`src/rtl/kar_pkg.sv`:
```
// Shared types, codes and symbol helpers for the keyword alphabet running cipher.
// Has no dependencies. Used by kar_ctrl, kar_datapath and the top level.
package kar_pkg;

    localparam int SYM_COUNT = 29;
    localparam int SYM_W     = 5;

    localparam logic [1:0] KIND_KEY  = 2'd0;
    localparam logic [1:0] KIND_SEAL = 2'd1;
    localparam logic [1:0] KIND_MSG  = 2'd2;

    localparam logic [SYM_W-1:0] CODE_COMMA  = 5'd26;
    localparam logic [SYM_W-1:0] CODE_PERIOD = 5'd27;
    localparam logic [SYM_W-1:0] CODE_SPACE  = 5'd28;

    typedef struct packed {
        logic             hit;
        logic [SYM_W-1:0] code;
    } sym_t;

    typedef struct packed {
        logic key_char;
        logic msg;
        logic seal_start;
        logic seal_step;
        logic load_out;
    } cmd_t;

    typedef struct packed {
        logic out_free;
        logic seal_last;
    } status_t;

    function automatic sym_t sym_code(input logic [7:0] c);
        sym_t s;
        s.hit  = 1'b1;
        s.code = '0;
        if (c >= 8'h41 && c <= 8'h5A) begin
            s.code = SYM_W'(c - 8'h41);
        end else if (c == 8'h2C) begin
            s.code = CODE_COMMA;
        end else if (c == 8'h2E) begin
            s.code = CODE_PERIOD;
        end else if (c == 8'h20) begin
            s.code = CODE_SPACE;
        end else begin
            s.hit = 1'b0;
        end
        return s;
    endfunction

    function automatic logic [7:0] fold_upper(input logic [7:0] c);
        logic [7:0] r;
        r = c;
        if (c >= 8'h61 && c <= 8'h7A) begin
            r = c - 8'h20;
        end
        return r;
    endfunction

    function automatic logic [7:0] sym_ascii(input logic [SYM_W-1:0] code);
        logic [7:0] r;
        if (code < CODE_COMMA) begin
            r = 8'h41 + {3'b000, code};
        end else if (code == CODE_COMMA) begin
            r = 8'h2C;
        end else if (code == CODE_PERIOD) begin
            r = 8'h2E;
        end else if (code == CODE_SPACE) begin
            r = 8'h20;
        end else begin
            r = 8'h00;
        end
        return r;
    endfunction

endpackage

```
`src/rtl/kar_ctrl.sv`:
```
// Controller state machine: input handshake, message lookup and the seal walk.
// Depends on kar_pkg; drives commands into kar_datapath.
module kar_ctrl
    import kar_pkg::*;
(
    input  logic       clk,
    input  logic       rst_n,
    input  logic       in_valid,
    input  logic [1:0] kind,
    output logic       in_stall,
    input  status_t    status,
    output cmd_t       cmd
);

    localparam logic [1:0] ST_IDLE = 2'd0;
    localparam logic [1:0] ST_MSG  = 2'd1;
    localparam logic [1:0] ST_SEAL = 2'd2;

    logic [1:0] state_reg;
    logic [1:0] state_next;
    logic       in_accept;

    assign in_stall  = (state_reg != ST_IDLE);
    assign in_accept = in_valid && !in_stall;

    always_comb
    begin
        state_next = state_reg;
        cmd        = '0;
        unique case (state_reg)
            ST_IDLE:
            begin
                if (in_accept) begin
                    unique case (kind)
                        KIND_KEY:
                        begin
                            cmd.key_char = 1'b1;
                        end
                        KIND_SEAL:
                        begin
                            cmd.seal_start = 1'b1;
                            state_next     = ST_SEAL;
                        end
                        KIND_MSG:
                        begin
                            cmd.msg    = 1'b1;
                            state_next = ST_MSG;
                        end
                        default:
                        begin
                            state_next = ST_IDLE;
                        end
                    endcase
                end
            end
            ST_MSG:
            begin
                if (status.out_free) begin
                    cmd.load_out = 1'b1;
                    state_next   = ST_IDLE;
                end
            end
            ST_SEAL:
            begin
                cmd.seal_step = 1'b1;
                if (status.seal_last) begin
                    state_next = ST_IDLE;
                end
            end
            default:
            begin
                state_next = ST_IDLE;
            end
        endcase
    end

    always_ff @(posedge clk or negedge rst_n)
    begin
        if (!rst_n) begin
            state_reg <= ST_IDLE;
        end else begin
            state_reg <= state_next;
        end
    end

endmodule

```
`src/rtl/kar_datapath.sv`:
```
// Datapath: key table memory, presence map, key length, running index and output word.
// Depends on kar_pkg; commanded by kar_ctrl.
module kar_datapath
    import kar_pkg::*;
(
    input  logic       clk,
    input  logic       rst_n,
    input  logic [7:0] char_in,
    input  logic       restart,
    input  cmd_t       cmd,
    output status_t    status,
    output logic       out_valid,
    input  logic       out_stall,
    output logic [7:0] cipher_char,
    output logic       key_not_ready
);

    logic [SYM_W-1:0]     key_mem [SYM_COUNT];
    logic [SYM_W-1:0]     key_rd_reg;
    logic                 nr_reg;
    logic                 nr_next;

    logic [SYM_W-1:0]     key_length_reg;
    logic [SYM_W-1:0]     key_length_next;
    logic [SYM_COUNT-1:0] present_reg;
    logic [SYM_COUNT-1:0] present_next;
    logic                 sealed_reg;
    logic                 sealed_next;
    logic [SYM_W-1:0]     index_reg;
    logic [SYM_W-1:0]     index_next;
    logic [SYM_W-1:0]     seal_cnt_reg;
    logic [SYM_W-1:0]     seal_cnt_next;

    logic                 out_valid_reg;
    logic                 out_valid_next;
    logic [7:0]           cipher_reg;
    logic [7:0]           cipher_next;
    logic                 key_nr_reg;
    logic                 key_nr_next;

    sym_t                 key_sym;
    sym_t                 msg_sym;
    logic                 app_req;
    logic [SYM_W-1:0]     app_code;
    logic                 app_we;
    logic [SYM_W-1:0]     base;
    logic [SYM_W:0]       addend;
    logic [SYM_W:0]       sum;
    logic [SYM_W-1:0]     msg_idx;

    assign key_sym = sym_code(fold_upper(char_in));
    assign msg_sym = sym_code(char_in);

    assign status.out_free  = !out_valid_reg || !out_stall;
    assign status.seal_last = (seal_cnt_reg == SYM_W'(SYM_COUNT - 1));

    always_comb
    begin
        app_req  = 1'b0;
        app_code = key_sym.code;
        if (cmd.seal_step) begin
            app_req  = 1'b1;
            app_code = seal_cnt_reg;
        end else if (cmd.key_char && !sealed_reg && key_sym.hit) begin
            app_req  = 1'b1;
        end
    end

    assign app_we = app_req && !present_reg[app_code]
                    && (key_length_reg < SYM_W'(SYM_COUNT));

    // running index step, sum stays below twice the symbol count
    assign base    = restart ? '0 : index_reg;
    assign addend  = msg_sym.hit ? ({1'b0, msg_sym.code} + (SYM_W+1)'(1)) : '0;
    assign sum     = {1'b0, base} + addend;
    assign msg_idx = (sum >= (SYM_W+1)'(SYM_COUNT)) ? SYM_W'(sum - (SYM_W+1)'(SYM_COUNT))
                                                    : SYM_W'(sum);

    always_comb
    begin
        key_length_next = key_length_reg;
        present_next    = present_reg;
        sealed_next     = sealed_reg;
        index_next      = index_reg;
        seal_cnt_next   = seal_cnt_reg;
        nr_next         = nr_reg;
        out_valid_next  = out_valid_reg;
        cipher_next     = cipher_reg;
        key_nr_next     = key_nr_reg;

        if (app_we) begin
            key_length_next        = key_length_reg + SYM_W'(1);
            present_next[app_code] = 1'b1;
        end
        if (cmd.seal_start) begin
            seal_cnt_next = '0;
        end else if (cmd.seal_step) begin
            seal_cnt_next = seal_cnt_reg + SYM_W'(1);
            if (status.seal_last) begin
                sealed_next = 1'b1;
            end
        end
        if (cmd.msg) begin
            nr_next = !sealed_reg;
            if (sealed_reg) begin
                index_next = msg_idx;
            end
        end
        if (out_valid_reg && !out_stall) begin
            out_valid_next = 1'b0;
        end
        if (cmd.load_out) begin
            out_valid_next = 1'b1;
            cipher_next    = nr_reg ? 8'h00 : sym_ascii(key_rd_reg);
            key_nr_next    = nr_reg;
        end
    end

    always_ff @(posedge clk)
    begin
        if (app_we) begin
            key_mem[key_length_reg] <= app_code;
        end
        if (cmd.msg) begin
            key_rd_reg <= key_mem[msg_idx];
        end
        cipher_reg <= cipher_next;
        key_nr_reg <= key_nr_next;
        nr_reg     <= nr_next;
    end

    always_ff @(posedge clk or negedge rst_n)
    begin
        if (!rst_n) begin
            key_length_reg <= '0;
            present_reg    <= '0;
            sealed_reg     <= 1'b0;
            index_reg      <= '0;
            seal_cnt_reg   <= '0;
            out_valid_reg  <= 1'b0;
        end else begin
            key_length_reg <= key_length_next;
            present_reg    <= present_next;
            sealed_reg     <= sealed_next;
            index_reg      <= index_next;
            seal_cnt_reg   <= seal_cnt_next;
            out_valid_reg  <= out_valid_next;
        end
    end

    assign out_valid     = out_valid_reg;
    assign cipher_char   = cipher_reg;
    assign key_not_ready = key_nr_reg;

endmodule

```
`src/rtl/keyword_alphabet_running_cipher.sv`:
```
// Keyword alphabet running cipher, top level.
// A key phrase character or an ignored word is handled in the idle state. A message
// character is handled as the index step with the key table read, then the load of
// the output register, which waits while the output stays stalled. A seal walks
// over the 29 symbols in turn and writes each one not yet present into the key table.
// A finished word waits in the output register while key words keep being taken.
// Depends on kar_pkg, kar_ctrl and kar_datapath.
module keyword_alphabet_running_cipher
    import kar_pkg::*;
(
    input  logic       clk,
    input  logic       rst_n,
    input  logic       in_valid,
    output logic       in_stall,
    input  logic [1:0] kind,
    input  logic [7:0] char_in,
    input  logic       restart,
    output logic       out_valid,
    input  logic       out_stall,
    output logic [7:0] cipher_char,
    output logic       key_not_ready
);

    cmd_t    cmd;
    status_t status;

    kar_ctrl u_ctrl (
        .clk      (clk),
        .rst_n    (rst_n),
        .in_valid (in_valid),
        .kind     (kind),
        .in_stall (in_stall),
        .status   (status),
        .cmd      (cmd)
    );

    kar_datapath u_datapath (
        .clk           (clk),
        .rst_n         (rst_n),
        .char_in       (char_in),
        .restart       (restart),
        .cmd           (cmd),
        .status        (status),
        .out_valid     (out_valid),
        .out_stall     (out_stall),
        .cipher_char   (cipher_char),
        .key_not_ready (key_not_ready)
    );

endmodule
```
`config.mk`:
```
export PLATFORM = sky130hd
export DESIGN_NAME = keyword_alphabet_running_cipher
export DESIGN_NICKNAME = d
export VERILOG_FILES = /design/src/rtl/kar_pkg.sv /design/src/rtl/kar_ctrl.sv /design/src/rtl/kar_datapath.sv /design/src/rtl/keyword_alphabet_running_cipher.sv
export SDC_FILE = /design/constraint.sdc
export NUM_CORES = 1
export LEC_CHECK = 0
export ABC_AREA = 1
export BUFFER_PORTS_ARGS = -buffer_cell sky130_fd_sc_hd__buf_2
export CAP_MARGIN = 10
export CORE_ASPECT_RATIO = 0.7
export CORE_MARGIN = 2
export CORE_UTILIZATION = 45
export CTS_BUF_LIST = sky130_fd_sc_hd__clkbuf_4 sky130_fd_sc_hd__clkbuf_8 sky130_fd_sc_hd__clkbuf_16
export DETAILED_ROUTE_END_ITERATION = 12
export HOLD_SLACK_MARGIN = 0.15
export PLACE_DENSITY_LB_ADDON = 0.3
export SYNTH_ARGS = -nofsm -noshare
export SYNTH_HDL_FRONTEND = slang
export SYNTH_SLANG_ARGS = --single-unit
export TNS_END_PERCENT = 20
```
`constraint.sdc`:
```
create_clock -name clk -period 3.3 [get_ports clk]
set_clock_uncertainty 0.05 [all_clocks]
set_input_delay 0.165 -clock clk [delete_from_list [all_inputs] [get_ports clk]]
set_output_delay 0.165 -clock clk [all_outputs]
set_load 0.005 [all_outputs]
```
==> results.md, run 1 <==
Outcome:
- The run finished, with violations left.
- The final reports fail on setup timing.

Synth:
- The fraction of the mapped netlist area in compound gates is approximately 2.8%.
- The number of enable-type register cells in the synthesized netlist is 159.
- The adder-cell share of the synthesized area is 2.91%.
- Yosys printed 0 warnings.
- The part of the Yosys area used for sequential elements is 54.4%.
- Of the total synthesized cell area, the portion taken by XOR and XNOR cells is 1.18%.
- The synthesized instance count is around 1.3k.
- Counting flops with an async set or reset pin after synthesis yields a share of 23.2%.
- For this run, the leading register cell type out of synthesis is edfxtp_1.
- The number of different library cells in the post-synthesis netlist is 44.
- Synthesis inferred 207 register bits.
- The number of nets handed over by synthesis was 1328.
- The average footprint of a synthesized cell is about 8.5 sq um.
- Summing the areas of all and, or, nand and nor instances in the mapped netlist gives 28.8% of the synthesized area.
- The portion of netlist area occupied by mux cells is 0%.
- The synthesized netlist occupies a cell area of 0.0110 sq mm.
- The largest family of logic cells by synthesized area is simple AND/OR/NAND/NOR gates.

Floorplanning:
- In this run the horizontal extent of the chip is 191 um.
- The row count is 47.
- From bottom edge to top edge, the die measures roughly 130 um.
- Pin placement for this block handled 26 I/O pins.
- The effective utilization at floorplan is 46.1%.
- The area of the core is 0.0238 sq mm.
- The die outline area is 0.0257 sq mm.

Final layout:
- The final-stage net count is 1491.
- Once layout is complete, the cells apart from fillers number 1785.
- The repair_antennas step left the layout with diodes totalling 0.
- The fraction of layout instances using a drive strength above 1 is 24.8%.
- The finished layout cell area is 0.0143 sq mm.
- The register with the most flip-flops in the layout has 145 of them.
- Compared with the post-synthesis result, the final layout area differs by 30.1%.
- The utilization after layout is between 60 and 70%.

Critical path:
- Together, buffers and inverters on the worst path number 7.
- The worst setup path is captured at a flip-flop.
- The cell type with the highest occurrence count on the critical path is nand2_2.
- The depth of the worst register-to-register path is 21.
- The largest fanout on the critical path is 8.
- The worst setup path is launched from a primary input.
- The critical path class is in2reg.
- STA puts the critical path data required time at 3.52 ns.
- On the worst path, the slowest cell contributes a delay of 0.34 ns.
- Data on the critical path arrives at its endpoint at 3.81 ns.
- Setup slack on the worst reg-to-reg path comes out at -0.06 ns.
- The kind of cell with the highest combined delay along the critical path is simple AND/OR/NAND/NOR gates.
- The startpoint identified for the worst register-to-register timing path is u_datapath.index_reg[0].
- The capture instance of the worst register-to-register path is u_datapath.key_rd_reg[1].
- On the critical path, the stage with the largest delay is an instance of ha_1.

Global routing:
- Global routing used 22.6% of the available tracks.
- Entering global routing, the biggest net connects 35 pins.
- The global-route congestion overflow total is 0.
- The number of global-route vias before repair is 8490.
- The first-pass GRT wire length is roughly 46000 um.
- The initial antenna violation count came to 0.

Clock tree:
- The clock passes through at most 3 buffers.
- Clock latency on the worst-skew pair, taken at its later pin, is 0.51 ns.
- The number of clock sinks is between 200 and 250.
- CTS built an H-tree with a depth of 1.
- The clock tree from TritonCTS is done.
- The master cell of the clock root buffer is clkbuf_16.
- The clock buffer count from CTS is 22.
- After clock tree synthesis, the clock-pin slew on the worst setup and hold paths is about 0.070 ns.

Timing:
- Setup violations remaining at the end of the flow were counted as 6.
- Across all setup checks in the final design, the least slack found is -0.285 ns.
- Timing would allow up to about 0.28 GHz.
- The worst slew slack as a fraction of its limit is 39.4%.
- The final worst-path cycle share is 109%.
- Setup repair after global routing could not meet its margin everywhere.
- For the final routed database, the setup TNS stands at -1.38 ns.
- The final number of max-transition violations is 0.
- The number of failing hold endpoints at the final stage is 0.
- Subtracting the final worst setup slack from the clock period gives 3.58 ns.
- For the pin with the worst max-slew slack, the measured transition is 0.908 ns.

Routing:
- The final routed DRC violation total is 0.
- The via density per instance is 5.20.
- The number of search-and-repair iterations in the first detailed-routing pass is 5.
- After detailed routing, the total wire length is 30700 um.
- In the final routed layout, each cell accounts on average for 17.2 um.
- In this run the remaining antenna-violating nets after routing total 0.
- Detailed routing inserted a total of 9276 vias.
- The number of violations reported at the end of detailed-routing iteration 0 is 1016.

Pwr:
- The leakage power total is ~6.6 nW.
- For this design the ratio of total power to cell area is 829 mW/mm^2.
- The peak supply drop is 608 uV.

Min path:
- The worst hold path belongs to the class in2async.

Placed design:
- At the end of routability-driven placement, the weighted congestion stood at 0.857.
- During placement, the flow inserted port buffers numbering 24.
- The final HPWL from detailed placement is 19500 um.
- Counting tap cells, the placed design contains a total of 1711 instances.
- The placed cell area is 0.0124 sq mm.
- Before CTS, the worst setup slack after placement is -0.869 ns.

Run:
- Across the run, the number of max-cap violations was 0.
==> cell usage after synthesis, types with 2 or more instances <==
cell | count | share of area [%]
clkbuf_1 | 6 | 0.20
dfrtp_1 | 48 | 11
o21ai_2 | 2 | 0.16
a21oi_1 | 18 | 0.82
buf_4 | 2 | 0.14
o21bai_1 | 6 | 0.41
nand3_1 | 192 | 8.7
ha_1 | 24 | 2.7
inv_2 | 6 | 0.20
nor2_1 | 88 | 3.0
buf_2 | 32 | 1.5
nand3b_1 | 8 | 0.55
nand2_1 | 371 | 13
xnor2_1 | 7 | 0.56
nor3_1 | 12 | 0.55
nand2_2 | 11 | 0.63
nor2_8 | 2 | 0.36
or2_2 | 2 | 0.11
inv_1 | 216 | 7.4
buf_6 | 4 | 0.41
nand4_1 | 8 | 0.46
edfxtp_1 | 159 | 43
xor2_1 | 6 | 0.48
o21ai_1 | 7 | 0.32
nor2_2 | 15 | 0.85
o21ai_0 | 17 | 0.77
a31oi_1 | 2 | 0.11
==> through the flow <==
| stage | power, mW | hold slack (ns) |
|---|---|---|
| 2_1_floorplan | 6.44 | -0.181 |
| 3_3_place_gp | 8.12 | 0.163 |
| 3_5_place_dp | 8.15 | 0.161 |
| 4_1_cts | 11.1 | 0.161 |
| 5_1_grt | 12.5 | 0.219 |
| 6_report | 11.9 | 0.155 |
==> cell type report <==
cell class | count | area, sq um
Fill cell | 1973 | 9520
Sequential cell | 207 | 5980
Multi-Input combinational cell | 814 | 4530
Timing Repair Buffer | 184 | 1740
Inverter | 222 | 840
Clock buffer | 22 | 551
Tap cell | 318 | 398
Clock inverter | 18 | 262
==> worst max-delay path by stage <==
stage | slack (ns) | cells past startpoint | end | startpoint
after global routing | -0.52 | 30 | u_datapath.key_rd_reg[4] | char_in[0]
after detailed placement | -0.87 | 30 | u_datapath.key_rd_reg[2] | char_in[0]
final | -0.28 | 30 | u_datapath.key_rd_reg[2] | char_in[0]
after CTS | -0.26 | 29 | u_datapath.key_rd_reg[1] | char_in[0]
after global placement | -0.80 | 29 | u_datapath.key_rd_reg[2] | char_in[0]
after floorplan | -0.32 | 29 | u_datapath.key_rd_reg[0] | char_in[0]
==> report_power, final <==
part           internal (mW)  leakage, nW  switching (mW)
sequential              3.32         1.98           0.132
clock                   1.70        0.381            1.08
combinational           2.14         4.26            3.49
==> kinds of logic after synthesis <==
kind of cell,count (synthesis)
AOI/OAI and AO/OA,55
xor gates and xnor gates,14
and+or+nand+nor,719
other,1
buffers and inverters,267
adders and majority gates,25
DFF,207
==> what timing repair did <==
action,CTS,global route
setup buffers,9,8
gates cloned,1,10
pin swaps,9,53
endpoints found under the hold margin,32,0
hold buffers,6,0
gates resized for setup,6,128
setup endpoints to repair,6,9
==> metal layers <==
metal	share of wire, %	global-route usage, %
met1	46	36.3
met2	42	31.5
met3	11	4.63
met4	1.7	3.70
met5	0	0
==> cell usage in the layout (no fill, tap or decap), types with 3 or more instances in the layout <==
master,count
xnor2_2,4
o21ai_0,14
ha_4,4
xor2_1,5
ha_1,18
bufinv_16,6
inv_1,210
buf_8,3
nand3b_1,8
o21ai_1,8
nor3_1,12
nand2_1,347
clkinv_1,5
nor2_1,82
nor2_2,17
nand3_2,47
dlygate4sd3_1,6
nand3_4,6
edfxtp_1,159
buf_12,15
clkbuf_16,30
nand2_4,10
inv_2,10
buf_4,121
dfrtp_1,48
nand3_1,141
buf_2,23
clkinvlp_4,5
nand2_2,25
xnor2_1,3
buf_6,7
a21oi_1,14
a21oi_2,4
o21bai_1,6
nor2_4,5
nand4_1,8
==> worst register-to-register path, stage by stage, from the launching register on <==
cell and delay, ns:
dfrtp_1 0.32, inv_1 0.06, nor2_1 0.09, ha_2 0.18, inv_1 0.06, fa_2 0.65, ha_1 0.17, nor2_1 0.05
nor2_1 0.12, nand2_2 0.09, buf_4 0.16, nand4_1 0.12, nand2_4 0.19, buf_8 0.21, nand2_1 0.06, nand2_1 0.05
nand2_1 0.15, nand3_2 0.11, nand2_1 0.07, nand2_1 0.05, nand2_1 0.07, nand2_1 0.05
Power figures use the tool's default switching activity.
==> run 2, diff against run 1 <==
--- a/config.mk
+++ b/config.mk
@@ -5,12 +5,12 @@
 export SDC_FILE = /design/constraint.sdc
 export NUM_CORES = 1
 export LEC_CHECK = 0
-export ABC_AREA = 1
+export ABC_AREA = 0
 export BUFFER_PORTS_ARGS = -buffer_cell sky130_fd_sc_hd__buf_2
 export CAP_MARGIN = 10
 export CORE_ASPECT_RATIO = 0.7
 export CORE_MARGIN = 2
-export CORE_UTILIZATION = 45
+export CORE_UTILIZATION = 49
 export CTS_BUF_LIST = sky130_fd_sc_hd__clkbuf_4 sky130_fd_sc_hd__clkbuf_8 sky130_fd_sc_hd__clkbuf_16
 export DETAILED_ROUTE_END_ITERATION = 12
 export HOLD_SLACK_MARGIN = 0.15
==> constraint.sdc (replaced) <==
create_clock -name clk -period 3.3 [get_ports clk]
set_clock_uncertainty 0.05 [all_clocks]
set_input_delay 0.33 -clock clk [delete_from_list [all_inputs] [get_ports clk]]
set_output_delay 0.33 -clock clk [all_outputs]
set_load 0.005 [all_outputs]
==> run 2 against run 1 <==
  * The run still ends with setup timing left
  * Combinational power fell by 35%
  * Power fell by 16%
  * Register-to-register slack got worse by 0.44 ns
  * Cell area fell by 3.5%
  * Sequential power rose by 8.1%
  * Global-route usage rose by 2.5 points
  * Worst hold slack improved by 0.057 ns
  * Die area fell by 9.0%
  * Routed wire length fell by 5.4%
  * Synthesized area fell by 1.1%
  * Core utilization rose by 3.5 points
  * Synthesized cell count fell by 32%
==> results.md, run 2 <==
Critical path:
- The launching element type of the critical path is a primary input.
- The worst setup path is captured at a flip-flop.
- The startpoint of the lowest-slack register-to-register path is u_datapath.index_reg[0].
- The worst setup path endpoint is u_datapath.key_rd_reg[1].
- The depth of the worst register-to-register path is 16.
- The endpoint identified for the worst register-to-register timing path is u_datapath.key_rd_reg[1].
- The largest fanout on the critical path is 6.
- The required time of the worst setup path is 3.50 ns.
- The critical path starts at char_in[0].
- The critical path class is in2reg.
- The slack of the worst reg-to-reg path is -0.50 ns.
- STA puts the critical path data arrival time at 4.73 ns.

Final layout:
- The flip-flop count of the largest register, all copies and words added is 145.
- The total of fill cells in the finished design is 1608.
- The fraction of layout instances using a drive strength above 1 is 33.8%.
- 0 antenna diodes ended up in the layout.
- Leaving out fill and tap cells, the most frequent cell in the layout is buf_4.
- The area overhead of the layout relative to synthesis is 27.0%.
- The final-stage net count is 1105.
- In the layout the commonest cells are buf_4, edfxtp_1, mux2i_1, nor2_1, nand2_1.
- The utilization after layout is approximately 64%.

Synth:
- The number of different library cells used by synthesis comes to 78.
- The register bit count reported by yosys is 207.
- The part of the Yosys area used for sequential elements is about 55%.
- Yosys printed 0 warnings.
- Yosys mapped a number of flops with a built-in enable equal to 159.
- The leading cell type by number of instances after synthesis is edfxtp_1.
- By count the netlist is led by edfxtp_1, mux2i_1, nor2_1, nand2_1, dfrtp_1.
- The cell count after synthesis came out at between 800 and 900.
- In this run the biggest area consumer among cell types represents 43.9% of the synthesized area.
- The combined area of all synthesized cells is 0.0109 sq mm.
- The largest area contributor in the synthesized netlist is edfxtp_1.
- Counting every net in the synthesized netlist gives 915.
- The average footprint of a synthesized cell is 12.4 sq um.
- Among all flip-flop cells after synthesis, the most frequent one is edfxtp_1.
- Ranked by total cell area, the synthesized netlist is headed by edfxtp_1, dfrtp_1, mux2i_1, mux4_2, ha_1.
- After synthesis, the share of flip-flops with an asynchronous set or reset is 23.2%.

Timing:
- The worst setup margin is -1.23 ns.
- The worst slew slack as a fraction of its limit is 43.3%.
- The slew of the pin with the lowest slew margin is 0.848 ns.
- The sum of negative setup slack is -69.08 ns.
- The number of failing hold endpoints at the final stage is 0.
- The number of setup violations in the final report is 188.
- The routed design could run at a clock period as short as 4.53 ns.
- The final number of max-transition violations is 0.
- Hold timing on the final database bottoms out at a slack of 0.212 ns.
- The final worst-path cycle share is 137%.
- Setup repair after global routing could not meet its margin everywhere.
- The timing-limited maximum frequency is 0.221 GHz.

Routing:
- The remaining antenna violation count is 0.
- The via density per instance is 6.09.
- The number of search-and-repair iterations in the first detailed-routing pass is 5.
- The total number of vias is around 8.3k.
- For this block, the routed nets add up to 29000 um of wire.
- The number of violations reported at the end of detailed-routing iteration 0 is 1009.
- Dividing the detail-routed wire length by the instance count gives ~21 um.
- The final routed DRC violation total is 0.

Floorplanning:
- The die outline area is 0.0234 sq mm.
- The area of the core is ~0.022 sq mm.
- Once the floorplan was initialized, standard cells occupied between 50% and 60% of the core.
- The horizontal die dimension is approximately 180 um.
- During I/O placement, the number of pins put on the boundary was 26.
- The die height is about 130 um.
- The row count is 45.

Pwr:
- Of the total power, combinational logic draws 36.7%.
- The share of power burned in the clock network is 25.6%.
- Of the total power, the share spent switching nets is 33.6%.
- The internal power of the cells totals 6.60 mW.
- The net switching power of the design is between 3 and 4 mW.
- The total power per unit cell area is 720 mW/mm^2.
- IR analysis of the VDD net gives a maximum drop of 430 uV.
- Of the total power, registers draw 37.6%.
- Summed over all cells, the static leakage comes to 5.74 nW.
- The overall power after layout is 9.94 mW.

Min path:
- The startpoint identified for the worst hold timing path is in_valid.
- In this run the worst hold path is classified as in2reg.

Placed design:
- The pre-CTS setup slack is -1.85 ns.
- Routability-driven placement finished with a final weighted congestion of 0.917.
- The count of input and output buffers is 24.
- The final HPWL from detailed placement is 20300 um.

Global routing:
- The first-pass GRT wire length is 45300 um.
- The initial antenna violation count is 0.
- For this run, the total global-route usage over all layers was measured as between 20% and 30%.
- The largest net degree at the start of global routing is 36.
- The number of global-route vias before repair is 8010.
- Global routing finished with a remaining overflow of 0.

Clock tree:
- The number of buffers on the longest clock path is 3.
- The number of clock sinks is 207.
- Clock-pin slew was measured on the worst setup and hold paths at 0.07 ns.
- CTS built an H-tree with a depth of 1.
- The number of clock buffers added by TritonCTS is 21.
- TritonCTS built the clock tree.
- The cell sitting at the root of the clock tree is a clkbuf_16.
- The clock reaches the later pin of the worst-skew pair after 0.51 ns.

Outcome:
- The flow ran to the end, but the final reports show violations.
- The final reports fail on setup timing.

Run:
- Max-cap violations in this run came to 0.
-- run 2: changes by cell type after synthesis, moves of 35 or more --
cell / before / now
inv_1: 216 / 24
and3_1: 1 / 36
mux2i_1: 0 / 73
nand3_1: 192 / 25
nand2_1: 371 / 57
-- run 2: metrics by stage --
| step | std cells | instance area [sq um] |
|---|---|---|
| after floorplan | 875 | 11100 |
| after global placement | 1299 | 12600 |
| after detailed placement | 1299 | 12600 |
| after CTS | 1357 | 13700 |
| after global routing | 1361 | 13800 |
| final | 1361 | 13800 |
-- run 2: power by group through the flow --
stage          logic (mW)  clock network, mW  registers, mW
2_1_floorplan        2.05                  0           3.69
3_3_place_gp         3.44                  0           3.77
3_5_place_dp         3.52                  0           3.79
4_1_cts              3.58               2.59           3.73
5_1_grt              3.94               2.69           3.78
6_report             3.65               2.55           3.74
-- run 2: worst max-delay path, cell delays in order --
cell,delay [ns]
buf_12,0.09
inv_6,0.03
ha_4,0.14
nor3b_4,0.15
a21o_1,0.17
a311o_2,0.39
o21ai_2,0.18
ha_2,0.24
xnor2_2,0.12
nor2_1,0.06
ha_1,0.35
o21ai_1,0.09
o21bai_1,0.18
a21oi_2,0.08
or4_4,0.56
a21oi_4,0.21
buf_6,0.14
buf_16,0.12
nor2_4,0.04
o21bai_4,0.18
mux4_2,0.61
o2bb2ai_1,0.17
nor2_1,0.07
-- run 2: logic make-up (layout without fill, tap and decap cells) --
kind of cell,Yosys count,after routing,share of synthesized area (%)
AND/OR/NAND/NOR,262,262,12.3
XOR/XNOR,20,20,1.68
flip-flops,207,207,55.0
multiplexers,109,109,13.1
other,1,1,0.0345
buffers and inverters,73,277,2.81
adder cells (fa/ha/maj),25,25,2.95
AO/OA/AOI/OAI,178,178,12.1
-- run 2: layout make-up --
cell class | instances | area (sq um) | share of cell area, %
multi-input cells | 595 | 4880 | 35.4
well taps | 282 | 353 | 2.56
inverters | 27 | 118 | 0.852
flip-flops and latches | 207 | 5980 | 43.3
clock buffers | 26 | 581 | 4.21
clock inverters | 11 | 155 | 1.12
repair buffers | 213 | 1740 | 12.6
-- run 2: repair_timing --
action	in CTS	in global routing
endpoints found under the hold margin	40	0
gates cloned	1	0
hold buffers	3	0
endpoints found under the setup margin	157	189
pin swaps	30	16
buffers inserted	18	4
gates resized for setup	38	13
-- run 2: worst min path at each step --
stage | to | slack (ns) | cells after the start
after floorplan | u_ctrl.state_reg[0] | -0.02 | 0
after global placement | u_datapath.present_reg[2] | 0.39 | 1
after detailed placement | u_datapath.present_reg[19] | 0.40 | 1
after CTS | u_datapath.seal_cnt_reg[2] | 0.19 | 4
after global routing | u_datapath.seal_cnt_reg[2] | 0.24 | 4
final | u_datapath.seal_cnt_reg[2] | 0.21 | 4
-- run 2: metal layers --
layer  up-vias  wire, um  global-route usage (%)
li1       3763         -                       -
met1      4117     13600                    39.4
met2       356     12000                    36.3
met3        46      2920                    5.21
met4         0       454                    4.46
met5         -         0                    1.40
